`config.mk`:
```
export PLATFORM = sky130hd
export DESIGN_NAME = config_command_ack_handler_top
export DESIGN_NICKNAME = d
export VERILOG_FILES = /design/src/design/ccah_pkg.sv /design/src/design/ccah_in_reg.sv /design/src/design/ccah_core.sv /design/src/design/ccah_out_reg.sv /design/src/design/config_command_ack_handler_top.sv
export SDC_FILE = /design/constraint.sdc
export NUM_CORES = 1
export LEC_CHECK = 0
export BUFFER_PORTS_ARGS = -buffer_cell sky130_fd_sc_hd__buf_2
export CAP_MARGIN = 40
export CORE_MARGIN = 1.5
export CORE_UTILIZATION = 40
export CTS_CLUSTER_DIAMETER = 150
export DETAILED_ROUTE_END_ITERATION = 10
export PLACE_DENSITY_LB_ADDON = 0.2
export SYNTH_ARGS = -nofsm -noshare
export SYNTH_HDL_FRONTEND = slang
export SYNTH_SLANG_ARGS = --single-unit
```
`constraint.sdc`:
```
create_clock -name clk_i -period 4.9 [get_ports clk_i]
set_clock_uncertainty 0.15 [all_clocks]
set_input_delay 0.245 -clock clk_i [delete_from_list [all_inputs] [get_ports clk_i]]
set_output_delay 0.245 -clock clk_i [all_outputs]
set_load 0.05 [all_outputs]
```
`src/design/ccah_pkg.sv`:
```
// ----------------------------------------------------------------------------
// ccah_pkg
// Types and constants shared by the command acknowledge handler modules.
// ----------------------------------------------------------------------------
package ccah_pkg;

  localparam int unsigned MAX_CYCLES    = 64;
  localparam int unsigned MAX_PERIOD    = 1000000;
  localparam int unsigned FALLBACK_ROWS = 200;
  localparam int unsigned RESET_CYCLES  = 4;
  localparam int unsigned RESET_PERIOD  = 10000;
  localparam logic [15:0] NO_SEQ        = 16'hFFFF;

  localparam int unsigned CFG_IDX_W  = 3;
  localparam int unsigned CFG_DATA_W = 32;
  localparam int unsigned ROWS_VAL_W = 11;
  localparam int unsigned CYC_VAL_W  = 7;
  localparam int unsigned PER_VAL_W  = 20;

  typedef enum logic [1:0] {
    ST_NONE = 2'd0,
    ST_OK   = 2'd1,
    ST_NACK = 2'd2
  } status_e;

  typedef enum logic [2:0] {
    RS_NONE  = 3'd0,
    RS_CRC   = 3'd1,
    RS_VER   = 3'd2,
    RS_CMD   = 3'd3,
    RS_RANGE = 3'd4
  } reason_e;

  typedef enum logic [1:0] {
    RUN_NONE  = 2'd0,
    RUN_STOP  = 2'd1,
    RUN_START = 2'd2
  } run_action_e;

  typedef enum logic [CFG_IDX_W-1:0] {
    CFG_MAGIC    = 3'd0,
    CFG_SCHEMA   = 3'd1,
    CFG_PING     = 3'd2,
    CFG_SETCFG   = 3'd3,
    CFG_DEFROWS  = 3'd4
  } cfg_idx_e;

  typedef struct packed {
    logic                  we;
    logic [CFG_IDX_W-1:0]  idx;
    logic [CFG_DATA_W-1:0] data;
  } cfg_wr_t;

  typedef struct packed {
    logic        opcode;
    logic [31:0] magic;
    logic [15:0] cmd_seq;
    logic [7:0]  schema;
    logic [7:0]  cmd_code;
    logic        crc_ok;
    logic [15:0] req_rows;
    logic [7:0]  req_cycles;
    logic [7:0]  req_source;
    logic [7:0]  req_run;
    logic [31:0] req_period;
  } in_item_t;

  typedef struct packed {
    logic [1:0]            ack_status;
    logic [2:0]            nack_reason;
    logic                  applied_flag;
    logic [15:0]           echo_seq;
    logic                  rows_update;
    logic                  cycles_update;
    logic                  period_update;
    logic [1:0]            run_action;
    logic [ROWS_VAL_W-1:0] rows_value;
    logic [CYC_VAL_W-1:0]  cycles_value;
    logic [PER_VAL_W-1:0]  period_value;
  } res_item_t;

endpackage

```
`src/design/ccah_in_reg.sv`:
```
// ----------------------------------------------------------------------------
// ccah_in_reg
// Input stage register: holds one accepted item until the core commits it.
// ----------------------------------------------------------------------------
module ccah_in_reg (
  input  logic                clk_i,
  input  logic                rst_ni,
  input  logic                in_valid_i,
  output logic                in_ready_o,
  input  ccah_pkg::in_item_t  item_i,
  input  logic                adv_i,
  output logic                valid_o,
  output ccah_pkg::in_item_t  item_o
);

  logic               valid_q, valid_d;
  ccah_pkg::in_item_t item_q;
  logic               take;

  // stage frees up in the same cycle its item moves on
  assign in_ready_o = !valid_q || adv_i;
  assign take       = in_valid_i && in_ready_o;

  always_comb begin
    valid_d = valid_q;
    priority if (take) begin
      valid_d = 1'b1;
    end else if (adv_i) begin
      valid_d = 1'b0;
    end
  end

  always_ff @(posedge clk_i or negedge rst_ni) begin
    if (!rst_ni) begin
      valid_q <= 1'b0;
    end else begin
      valid_q <= valid_d;
    end
  end

  always_ff @(posedge clk_i) begin
    if (take) begin
      item_q <= item_i;
    end
  end

  assign valid_o = valid_q;
  assign item_o  = item_q;

endmodule

```
`src/design/ccah_core.sv`:
```
// ----------------------------------------------------------------------------
// ccah_core
// Command checks, active config and status latches; builds one result per item.
// ----------------------------------------------------------------------------
module ccah_core #(
  parameter int unsigned MAX_ROWS = 1024
) (
  input  logic                 clk_i,
  input  logic                 rst_ni,
  input  ccah_pkg::cfg_wr_t    cfg_i,
  input  ccah_pkg::in_item_t   item_i,
  input  logic                 adv_i,
  output ccah_pkg::res_item_t  res_o
);

  localparam int unsigned RowsCap = (MAX_ROWS > ccah_pkg::FALLBACK_ROWS) ?
                                    MAX_ROWS : ccah_pkg::FALLBACK_ROWS;
  localparam int unsigned RowsW   = $clog2(RowsCap + 1);
  localparam logic [15:0] MaxRows = 16'(MAX_ROWS);

  // configuration registers
  logic [31:0] magic_q;
  logic [7:0]  schema_q;
  logic [7:0]  ping_q;
  logic [7:0]  setcfg_q;

  // latches and active config
  ccah_pkg::status_e st_q, st_d;
  ccah_pkg::reason_e rs_q, rs_d;
  logic [15:0]       seq_q, seq_d;
  logic              oneshot_q, oneshot_d;
  logic [15:0]       last_q, last_d;
  logic              have_q, have_d;
  logic [RowsW-1:0]  rows_q, rows_d;
  logic [6:0]        cyc_q, cyc_d;
  logic              run_q, run_d;
  logic [19:0]       per_q, per_d;

  logic range_bad;

  function automatic logic [RowsW-1:0] pick_rows(input logic [10:0] r);
    logic [15:0] r16;
    r16 = 16'(r);
    if (r16 == 16'd0 || r16 > MaxRows) begin
      return RowsW'(ccah_pkg::FALLBACK_ROWS);
    end
    return RowsW'(r);
  endfunction

  assign range_bad = (item_i.req_rows == 16'd0) || (item_i.req_rows > MaxRows) ||
                     (item_i.req_cycles == 8'd0) ||
                     (item_i.req_cycles > 8'(ccah_pkg::MAX_CYCLES)) ||
                     (item_i.req_source > 8'd1) || (item_i.req_run > 8'd1) ||
                     (item_i.req_period > 32'(ccah_pkg::MAX_PERIOD));

  always_comb begin
    st_d      = st_q;
    rs_d      = rs_q;
    seq_d     = seq_q;
    oneshot_d = oneshot_q;
    last_d    = last_q;
    have_d    = have_q;
    rows_d    = rows_q;
    cyc_d     = cyc_q;
    run_d     = run_q;
    per_d     = per_q;
    res_o     = '0;

    priority if (item_i.opcode) begin
      res_o.applied_flag = oneshot_q;
      oneshot_d          = 1'b0;
    end else if (item_i.magic == magic_q) begin
      seq_d = item_i.cmd_seq;
      priority if (!item_i.crc_ok) begin
        st_d = ccah_pkg::ST_NACK;
        rs_d = ccah_pkg::RS_CRC;
      end else if (item_i.schema != schema_q) begin
        st_d = ccah_pkg::ST_NACK;
        rs_d = ccah_pkg::RS_VER;
      end else if (item_i.cmd_code == ping_q) begin
        st_d = ccah_pkg::ST_OK;
        rs_d = ccah_pkg::RS_NONE;
      end else if (item_i.cmd_code == setcfg_q) begin
        priority if (have_q && item_i.cmd_seq == last_q) begin
          // repeated sequence: acknowledge, apply nothing
          st_d = ccah_pkg::ST_OK;
          rs_d = ccah_pkg::RS_NONE;
        end else if (range_bad) begin
          st_d = ccah_pkg::ST_NACK;
          rs_d = ccah_pkg::RS_RANGE;
        end else begin
          if (item_i.req_rows != 16'(rows_q)) begin
            res_o.rows_update = 1'b1;
            res_o.rows_value  = item_i.req_rows[ccah_pkg::ROWS_VAL_W-1:0];
          end
          if (item_i.req_cycles != 8'(cyc_q)) begin
            res_o.cycles_update = 1'b1;
            res_o.cycles_value  = item_i.req_cycles[ccah_pkg::CYC_VAL_W-1:0];
          end
          if (item_i.req_period != 32'd0 && item_i.req_period != 32'(per_q)) begin
            res_o.period_update = 1'b1;
            res_o.period_value  = item_i.req_period[ccah_pkg::PER_VAL_W-1:0];
          end
          if (item_i.req_run[0] != run_q) begin
            res_o.run_action = item_i.req_run[0] ? ccah_pkg::RUN_START :
                                                   ccah_pkg::RUN_STOP;
          end
          rows_d    = RowsW'(item_i.req_rows);
          cyc_d     = item_i.req_cycles[6:0];
          run_d     = item_i.req_run[0];
          // zero period is stored, so any later nonzero value is a change
          per_d     = item_i.req_period[19:0];
          last_d    = item_i.cmd_seq;
          have_d    = 1'b1;
          st_d      = ccah_pkg::ST_OK;
          rs_d      = ccah_pkg::RS_NONE;
          oneshot_d = 1'b1;
        end
      end else begin
        st_d = ccah_pkg::ST_NACK;
        rs_d = ccah_pkg::RS_CMD;
      end
    end else begin
      // bad magic: latches stay as they are
    end

    res_o.ack_status  = st_d;
    res_o.nack_reason = rs_d;
    res_o.echo_seq    = seq_d;
  end

  always_ff @(posedge clk_i or negedge rst_ni) begin
    if (!rst_ni) begin
      magic_q   <= '0;
      schema_q  <= 8'd1;
      ping_q    <= 8'd0;
      setcfg_q  <= 8'd1;
      st_q      <= ccah_pkg::ST_NONE;
      rs_q      <= ccah_pkg::RS_NONE;
      seq_q     <= '0;
      oneshot_q <= 1'b0;
      last_q    <= ccah_pkg::NO_SEQ;
      have_q    <= 1'b0;
      rows_q    <= RowsW'(ccah_pkg::FALLBACK_ROWS);
      cyc_q     <= 7'(ccah_pkg::RESET_CYCLES);
      run_q     <= 1'b1;
      per_q     <= 20'(ccah_pkg::RESET_PERIOD);
    end else begin
      if (cfg_i.we) begin
        unique case (cfg_i.idx)
          ccah_pkg::CFG_MAGIC:   magic_q  <= cfg_i.data;
          ccah_pkg::CFG_SCHEMA:  schema_q <= cfg_i.data[7:0];
          ccah_pkg::CFG_PING:    ping_q   <= cfg_i.data[7:0];
          ccah_pkg::CFG_SETCFG:  setcfg_q <= cfg_i.data[7:0];
          default: ;
        endcase
      end
      if (adv_i) begin
        st_d_commit: begin
          st_q      <= st_d;
          rs_q      <= rs_d;
          seq_q     <= seq_d;
          oneshot_q <= oneshot_d;
          last_q    <= last_d;
          have_q    <= have_d;
          cyc_q     <= cyc_d;
          run_q     <= run_d;
          per_q     <= per_d;
        end
      end
      // a default_rows write also reloads the active rows
      priority if (cfg_i.we && cfg_i.idx == ccah_pkg::CFG_DEFROWS) begin
        rows_q <= pick_rows(cfg_i.data[10:0]);
      end else if (adv_i) begin
        rows_q <= rows_d;
      end
    end
  end

  a_frame_clears_oneshot: assert property (
    @(posedge clk_i) disable iff (!rst_ni)
    adv_i && item_i.opcode |=> !oneshot_q
  ) else $error("one-shot applied bit survived a frame item");

  a_have_sticky: assert property (
    @(posedge clk_i) disable iff (!rst_ni)
    have_q |=> have_q
  ) else $error("have_applied dropped");

  a_strobe_means_ok: assert property (
    @(posedge clk_i) disable iff (!rst_ni)
    adv_i && (res_o.rows_update || res_o.cycles_update || res_o.period_update)
      |=> oneshot_q && st_q == ccah_pkg::ST_OK && have_q
  ) else $error("update strobe without an applied set-config");

endmodule

```
`src/design/ccah_out_reg.sv`:
```
// ----------------------------------------------------------------------------
// ccah_out_reg
// Result register: holds one finished result until the consumer takes it.
// ----------------------------------------------------------------------------
module ccah_out_reg (
  input  logic                 clk_i,
  input  logic                 rst_ni,
  input  logic                 src_valid_i,
  output logic                 adv_o,
  input  ccah_pkg::res_item_t  res_i,
  output logic                 out_valid_o,
  input  logic                 out_ready_i,
  output ccah_pkg::res_item_t  res_o
);

  logic                valid_q, valid_d;
  ccah_pkg::res_item_t res_q;

  // load whenever the register is empty or being emptied
  assign adv_o = src_valid_i && (!valid_q || out_ready_i);

  always_comb begin
    valid_d = valid_q;
    priority if (adv_o) begin
      valid_d = 1'b1;
    end else if (out_ready_i) begin
      valid_d = 1'b0;
    end
  end

  always_ff @(posedge clk_i or negedge rst_ni) begin
    if (!rst_ni) begin
      valid_q <= 1'b0;
    end else begin
      valid_q <= valid_d;
    end
  end

  always_ff @(posedge clk_i) begin
    if (adv_o) begin
      res_q <= res_i;
    end
  end

  assign out_valid_o = valid_q;
  assign res_o       = res_q;

endmodule

```
`src/design/config_command_ack_handler_top.sv`:
```
// ----------------------------------------------------------------------------
// config_command_ack_handler_top
// Command acknowledge handler: checks parsed commands, keeps the active
// config and sticky ACK/NACK status, and reports status on frame items.
//
//   channel   dir   handshake                 payload
//   in        in    in_valid_i / in_ready_o   opcode_i .. req_period_i
//   out       out   out_valid_o / out_ready_i ack_status_o .. period_value_o
//   cfg       in    cfg_we_i                  cfg_idx_i, cfg_data_i
//
// one item per cycle sustained while out_ready_i holds high; an accepted item
// passes the input register, then its result is loaded into the result register
// the rate is set by the single check stage that reads and writes the
// latches and active config in the same cycle
// reset loads all latches and active config at once, no sweep
// a stalled result holds in the result register; one more item is taken
// into the input register, then in_ready_o drops until out_ready_i returns
// ----------------------------------------------------------------------------
module config_command_ack_handler_top #(
  parameter int unsigned MAX_ROWS = 1024
) (
  input  logic                            clk_i,
  input  logic                            rst_ni,

  input  logic                            cfg_we_i,
  input  logic [ccah_pkg::CFG_IDX_W-1:0]  cfg_idx_i,
  input  logic [ccah_pkg::CFG_DATA_W-1:0] cfg_data_i,

  input  logic                            in_valid_i,
  output logic                            in_ready_o,
  input  logic                            opcode_i,
  input  logic [31:0]                     magic_i,
  input  logic [15:0]                     cmd_seq_i,
  input  logic [7:0]                      schema_i,
  input  logic [7:0]                      cmd_code_i,
  input  logic                            crc_ok_i,
  input  logic [15:0]                     req_rows_i,
  input  logic [7:0]                      req_cycles_i,
  input  logic [7:0]                      req_source_i,
  input  logic [7:0]                      req_run_i,
  input  logic [31:0]                     req_period_i,

  output logic                            out_valid_o,
  input  logic                            out_ready_i,
  output logic [1:0]                      ack_status_o,
  output logic [2:0]                      nack_reason_o,
  output logic                            applied_flag_o,
  output logic [15:0]                     echo_seq_o,
  output logic                            rows_update_o,
  output logic                            cycles_update_o,
  output logic                            period_update_o,
  output logic [1:0]                      run_action_o,
  output logic [ccah_pkg::ROWS_VAL_W-1:0] rows_value_o,
  output logic [ccah_pkg::CYC_VAL_W-1:0]  cycles_value_o,
  output logic [ccah_pkg::PER_VAL_W-1:0]  period_value_o
);

  ccah_pkg::cfg_wr_t   cfg;
  ccah_pkg::in_item_t  in_item;
  ccah_pkg::in_item_t  s1_item;
  ccah_pkg::res_item_t core_res;
  ccah_pkg::res_item_t out_res;
  logic                s1_valid;
  logic                adv;

  assign cfg.we   = cfg_we_i;
  assign cfg.idx  = cfg_idx_i;
  assign cfg.data = cfg_data_i;

  assign in_item.opcode     = opcode_i;
  assign in_item.magic      = magic_i;
  assign in_item.cmd_seq    = cmd_seq_i;
  assign in_item.schema     = schema_i;
  assign in_item.cmd_code   = cmd_code_i;
  assign in_item.crc_ok     = crc_ok_i;
  assign in_item.req_rows   = req_rows_i;
  assign in_item.req_cycles = req_cycles_i;
  assign in_item.req_source = req_source_i;
  assign in_item.req_run    = req_run_i;
  assign in_item.req_period = req_period_i;

  ccah_in_reg u_in_reg (
    .clk_i      (clk_i),
    .rst_ni     (rst_ni),
    .in_valid_i (in_valid_i),
    .in_ready_o (in_ready_o),
    .item_i     (in_item),
    .adv_i      (adv),
    .valid_o    (s1_valid),
    .item_o     (s1_item)
  );

  ccah_core #(
    .MAX_ROWS (MAX_ROWS)
  ) u_core (
    .clk_i  (clk_i),
    .rst_ni (rst_ni),
    .cfg_i  (cfg),
    .item_i (s1_item),
    .adv_i  (adv),
    .res_o  (core_res)
  );

  ccah_out_reg u_out_reg (
    .clk_i       (clk_i),
    .rst_ni      (rst_ni),
    .src_valid_i (s1_valid),
    .adv_o       (adv),
    .res_i       (core_res),
    .out_valid_o (out_valid_o),
    .out_ready_i (out_ready_i),
    .res_o       (out_res)
  );

  assign ack_status_o    = out_res.ack_status;
  assign nack_reason_o   = out_res.nack_reason;
  assign applied_flag_o  = out_res.applied_flag;
  assign echo_seq_o      = out_res.echo_seq;
  assign rows_update_o   = out_res.rows_update;
  assign cycles_update_o = out_res.cycles_update;
  assign period_update_o = out_res.period_update;
  assign run_action_o    = out_res.run_action;
  assign rows_value_o    = out_res.rows_value;
  assign cycles_value_o  = out_res.cycles_value;
  assign period_value_o  = out_res.period_value;

  a_frame_no_strobes: assert property (
    @(posedge clk_i) disable iff (!rst_ni)
    out_valid_o && applied_flag_o |->
      !rows_update_o && !cycles_update_o && !period_update_o &&
      run_action_o == ccah_pkg::RUN_NONE
  ) else $error("frame result carries an update");

  a_ready_when_empty: assert property (
    @(posedge clk_i) disable iff (!rst_ni)
    !out_valid_o |-> in_ready_o
  ) else $error("input stalled with an empty result register");

endmodule

```
==> metrics.txt, run 1 <==
Post-synth EDFFs=202; dpl hpwl=roughly 19,000 microns; antenna violations before repair=1; max-slew violations=0; RSZ-0062 raised after global routing=false; post-route setup slack=1.31 ns; # rows=67; Syn Area/Cell=approximately 16 sq um; Synth cell types=between 40 and 50; ys async rst share=slightly above 40%; grt met1 use=between 20% and 30%; first drt pass iteration count=4; max-cap viol count=0; slew at the pin with the worst max-slew slack=0.774 ns; via count=roughly 8,400; H-tree Lvls=2; initial drt markers=~370; crit path DAT=roughly 3.9 ns; RePlAce Congestion=approximately 0.74; status=finished clean; global-route wire length before repair=about 48,000 microns; busiest grt layer=met2; Chip Height=between 150 and 200 microns; syn nets=between 1,000 and 1,500; Worst IR Drop VDD=0.283 mV; Worst setup SP type=flop; Worst Path Required=5.20 ns; post_cts resized=0; PortBufs=approximately 240; WS Path Type=flop to flop; GR Util met3=3.63%; Final Instance Area=18,200 sq um; Die ar.=34,800 sq um; drt drc=0; Synthesis Warnings=0; vias in the first global route=8,809; fraction of layout cells with a size suffix above 1=around a third; CTS tree=yes; width of the die=around 190 microns; worst skew pair latency=about 0.5 ns; Final setup viols=0; synth top area cells=edfxtp_1 (45%), dfrtp_1 (20%), mux2_2 (6.3%), dfstp_2 (5.5%), xor2_1 (4.0%); flops & latches, synth=roughly 340; Hold/Removal Path Class=primary input to flop; nets@finish=~1,500; CTS root buf=clkbuf_16; fmax=around 0.28 GHz; Synth-to-Final Area Change=35.0%; Primary FF master, synth=edfxtp_1; most frequent cells after synthesis=edfxtp_1 (202), dfrtp_1 (108), mux2_2 (75); top-count cell post-synth=edfxtp_1; initial core utilization=40.4%; Synth area leader=edfxtp_1; leakage power=approximately 7.6 nW; Cell Area, Placed=between 15,000 and 20,000 sq um; register area share after synthesis=between 70% and 80%; CTS buffer count=38; post-route antenna net violation count=0; top cell type's share of synthesized area=around 45%; Total GRT Usage=between 10% and 20%; worst-path fanout max=21; max_slew headroom=slightly below 50%; Final Hold Viols=0; largest net degree at the start of global routing=about 90; Max Root-Sink Buffers=3; worst slack, placed=between 1 and 1.5 ns; Setup Buffers After CTS=0; Total Wirelength=between 30,000 and 40,000 microns; period utilisation layout=about three quarters; Syn Inst Count=just under 900; Overflow after GRT=0; core area=about 33,000 sq um; wire per inst=17.0 microns; global routing usage on met2=29.2%; Worst-path clk slew=0.06 ns; area of the mapped netlist=13,500 sq um; Boundary Pins=245; clock sink total=between 300 and 400; Worst Setup End Kind=flop; Min Clock Period, post-route=roughly 3.6 ns; Setup Total Neg Slack=0 ns; vias per cell=4.71; PwrDens=about 370 nW/um^2
## through the flow
stage	total power, W	std cells	util [%]	hold WS (ns)
finish	0.00681	1789	54.5	0.0197
global route	0.00710	1788	54.5	0.00304
CTS	0.00690	1788	54.5	0.0118
detailed placement	0.00412	1547	45.9	0.0922
global placement	0.00410	1545	45.7	0.0973
floorplan	0.00387	865	-	-0.201
## sequential cells by signal (all words and copies together), names as in the netlist, 2 cells and up
register,flops
u_core.cyc_q,7
u_core.last_q,16
u_core.magic_q,32
u_core.per_q,20
u_core.ping_q,8
u_core.rows_q,11
u_core.rs_q,3
u_core.schema_q,8
u_core.seq_q,16
u_core.setcfg_q,8
u_core.st_q,2
u_in_reg.item_o,137
u_out_reg.res_o,65
## cell families after synthesis
kind of cell / synth area share [%]
DFF: 70.5
muxes: 10.1
xor gates and xnor gates: 7.28
buffers and inverters: 0.984
AOI/OAI and AO/OA: 1.81
and+or+nand+nor: 9.29
## placed cells by master (no fill, tap or decap), drive strengths merged, types with 3 or more instances in the layout
| cell | n |
|---|---|
| nor3 | 18 |
| clkinv | 15 |
| nand2 | 63 |
| nand3b | 8 |
| edfxtp | 202 |
| dfrtp | 108 |
| nand3 | 15 |
| and4 | 3 |
| buf | 256 |
| dlygate4sd3 | 173 |
| nand4 | 17 |
| dfstp | 28 |
| o21ai | 6 |
| nand2b | 3 |
| clkbuf | 50 |
| o211ai | 6 |
| xor2 | 61 |
| and2 | 45 |
| mux2 | 121 |
| nor4 | 30 |
| a21oi | 14 |
| xnor2 | 51 |
| inv | 4 |
| nor2 | 19 |
## metal layers
layer,up-vias,wire [microns]
met3,53,1460
met5,-,10
met1,4088,13800
met2,216,14500
li1,4067,-
met4,2,677
## worst max-delay path, cell delays in order (launching register included)
cell	delay, ns
dfrtp_1	0.38
xor2_1	0.16
nor4_1	0.52
nand4_1	0.41
nor4_1	0.36
nor4b_4	0.28
buf_4	0.28
mux2_1	0.35
o21ai_1	0.08
dlygate4sd3_1	0.56
## final cells by class
class	instances	area, sq um
antenna	1	2.50
clock buffer	50	1040
clock inverter	18	126
fill	2807	15200
inverter	4	16.3
multi-input combinational	501	3860
sequential	338	9500
tap	448	561
timing repair buffer	429	3090
## path summary, 6_finish.rpt
kind,start,endpoint,slack (ns),cells past startpoint
worst max-delay path,u_core.magic_q[13],u_core.rows_q[10],1.31,9
worst min-delay path,cfg_data_i[3],u_core.ping_q[3],0.02,2
worst max register to register,u_core.magic_q[13],u_core.rows_q[10],1.31,9
worst min register to register,u_core.seq_q[9],u_core.seq_q[9],0.32,2
max in group asynchronous,rst_ni,u_core.seq_q[4],3.41,3
min in group asynchronous,rst_ni,u_core.schema_q[6],0.10,2
## power breakdown
part           total (W)  internal (W)  switching, W
Combinational   0.000741      0.000359      0.000382
Clock            0.00265       0.00155       0.00110
Sequential       0.00342       0.00328      0.000143
Total            0.00681       0.00519       0.00163
## what timing repair did
action | CTS | global route
hold buffers | 173 | 0
endpoints found under the setup margin | 0 | 0
hold endpoints to repair | 251 | 0
No activity file was read; power rests on OpenSTA's default activity.
==> run 2, diff against run 1 <==
==> constraint.sdc (replaced) <==
create_clock -name clk_i -period 3.5 [get_ports clk_i]
set_clock_uncertainty 0.15 [all_clocks]
set_input_delay 0.175 -clock clk_i [delete_from_list [all_inputs] [get_ports clk_i]]
set_output_delay 0.175 -clock clk_i [all_outputs]
set_load 0.05 [all_outputs]
==> run 2 against run 1 <==
  * Combinational power up 40%
  * Die area unchanged
  * Cell area up 1.1%
  * Critical endpoint is now u_core.cyc_q[6]
  * Largest cell class unchanged
  * Fmax up 18%
  * First-iteration DRC count up 20%
  * Non-clock buffer count up 7
  * Worst hold slack better by 0.095 ns
  * Clock-buffer cell count up 7
  * Clock power up 55%
  * Sequential share of layout area down 0.55 points
==> metrics.txt, run 2 (same netlist as run 1, synthesis figures left out) <==
dpl hpwl=~20,000 microns; worst slack, placed=between 0.4 and 0.5 ns; critical path's slowest cell=nor4_1; max-cap viol count=0; Final Instance Area=around 18,000 sq um; via count=8,493; Largest register FFs=137; worst skew pair latency=approximately 0.52 ns; max-slew violations=0; Met3 Wirelength=1670 microns; CTS tree=yes; Inst Count DP=approximately 1,600; Worst IR Drop VDD=roughly 0.37 mV; RePlAce Congestion=slightly below 0.8; delay of the slowest cell on the worst path=0.52 ns; leakage power=~7.7 nW; crit path DAT=between 3 and 4 ns; width of the die=187 microns; Final Non-Filler Cells=about 1,800; fmax=~0.33 GHz; initial core utilization=40.4%; CTS buffer count=39; Setup Buffers After CTS=0; Final setup viols=0; Worst Setup End Kind=flop; critical path cell sequence=xor2_1 > nor4_1 > nand4_1 > nor4_1 > nor4b_4 > buf_12 > mux2_1; Worst-path clk slew=0.06 ns; slew at the pin with the worst max-slew slack=approximately 0.79 ns; CP delay by family, top=simple AND/OR/NAND/NOR gates; clock sink total=around 340; Setup Total Neg Slack=0 ns; vias in the first global route=approximately 9,000; WS Path Type=flop to flop; Hold/Removal Path Class=primary input to async pin; PwrDens=541 nW/um^2; Total Wirelength=30,800 microns; Final Hold Viols=0; Worst Path Required=around 3.7 ns; status=finished clean; wire per inst=17.1 microns; drt drc=0; fraction of layout cells with a size suffix above 1=31.6%; post-route antenna net violation count=0; Worst setup SP type=flop; initial drt markers=443; vias per cell=about 4.7; max_slew headroom=47.5%; Hold-fix buffers, CTS=between 150 and 200; top routing layer in use=met5; PortBufs=around 240; Cell Area, Placed=~15,000 sq um; WL met1=between 10,000 and 15,000 microns; WP buf/inv=1; Chip Height=roughly 190 microns; core area=roughly 33,000 sq um; RSZ-0062 raised after global routing=false; total power=roughly 0.010 W; Overflow after GRT=0; largest net degree at the start of global routing=between 70 and 80; post_cts resized=0; antenna violations before repair=3; post-route setup slack=roughly 0.44 ns; Total GRT Usage=approximately 18%; Synth-to-Final Area Change=36.4%; first drt pass iteration count=4; Die ar.=about 35,000 sq um; Min Clock Period, post-route=3.06 ns; nets@finish=roughly 1,500; most common cell after layout, fill and taps aside=buf_2; most frequent cells in the layout=buf_2 (242), edfxtp_1 (202), dlygate4sd3_1 (173); Layout fillers=~2,700; CTS root buf=clkbuf_16; metal2 WL=approximately 14,000 microns; period utilisation layout=between 80% and 90%; global-route wire length before repair=48,900 microns; worst-path fanout max=45; Boundary Pins=about 250; # rows=67; H-tree Lvls=2; Max Root-Sink Buffers=3; Top cell by count, worst path=nor4_1
==> run 2: layout make-up <==
type | count | area [sq um] | share of cell area [%]
inverters | 4 | 16.3 | 0.0885
diodes | 1 | 2.50 | 0.0136
clock inverters | 14 | 169 | 0.919
clock buffers | 57 | 1140 | 6.18
repair buffers | 436 | 3140 | 17.1
flip-flops and latches | 338 | 9500 | 51.7
well taps | 448 | 561 | 3.05
multi-input cells | 501 | 3860 | 21.0
==> run 2: final timing paths <==
check / startpoint / end / slack, ns / cells after the start
max in group asynchronous: rst_ni / u_core.last_q[0] / 2.07 / 3
setup reg to reg: u_core.magic_q[13] / u_core.cyc_q[6] / 0.44 / 7
hold reg to reg: u_core.have_q / u_core.have_q / 0.32 / 1
min in group clk_i: cfg_idx_i[0] / u_core.ping_q[3] / 0.12 / 4
hold / removal: rst_ni / u_core.schema_q[5] / 0.11 / 2
setup / recovery: u_core.magic_q[13] / u_core.cyc_q[6] / 0.44 / 7
==> run 2: layer usage <==
| metal | vias up | GRT usage, % |
|---|---|---|
| met1 | 4122 | 24.0 |
| met2 | 240 | 29.2 |
| met5 | - | 0 |
| met3 | 52 | 4.06 |
| li1 | 4077 | - |
| met4 | 2 | 5.12 |
==> run 2: through the flow <==
stage	util (%)	hold slack, ns
after floorplan	-	-0.271
after global placement	46.0	0.146
after detailed placement	46.0	0.148
after CTS	55.1	0.100
after global routing	55.1	0.135
final	55.1	0.115
==> run 2: power breakdown <==
part	switching [W]	internal, W
Combinational	0.000538	0.000502
Sequential	0.000204	0.00459
Clock	0.00156	0.00255
Total	0.00231	0.00765
==> run 2: worst reg2reg max path, delay by kind of cell (launching register included) <==
| kind | cells | cell delay, ns |
|---|---|---|
| DFF | 1 | 0.38 |
| buffers and inverters | 1 | 0.30 |
| muxes | 1 | 0.38 |
| xor gates and xnor gates | 1 | 0.17 |
| and+or+nand+nor | 4 | 1.55 |
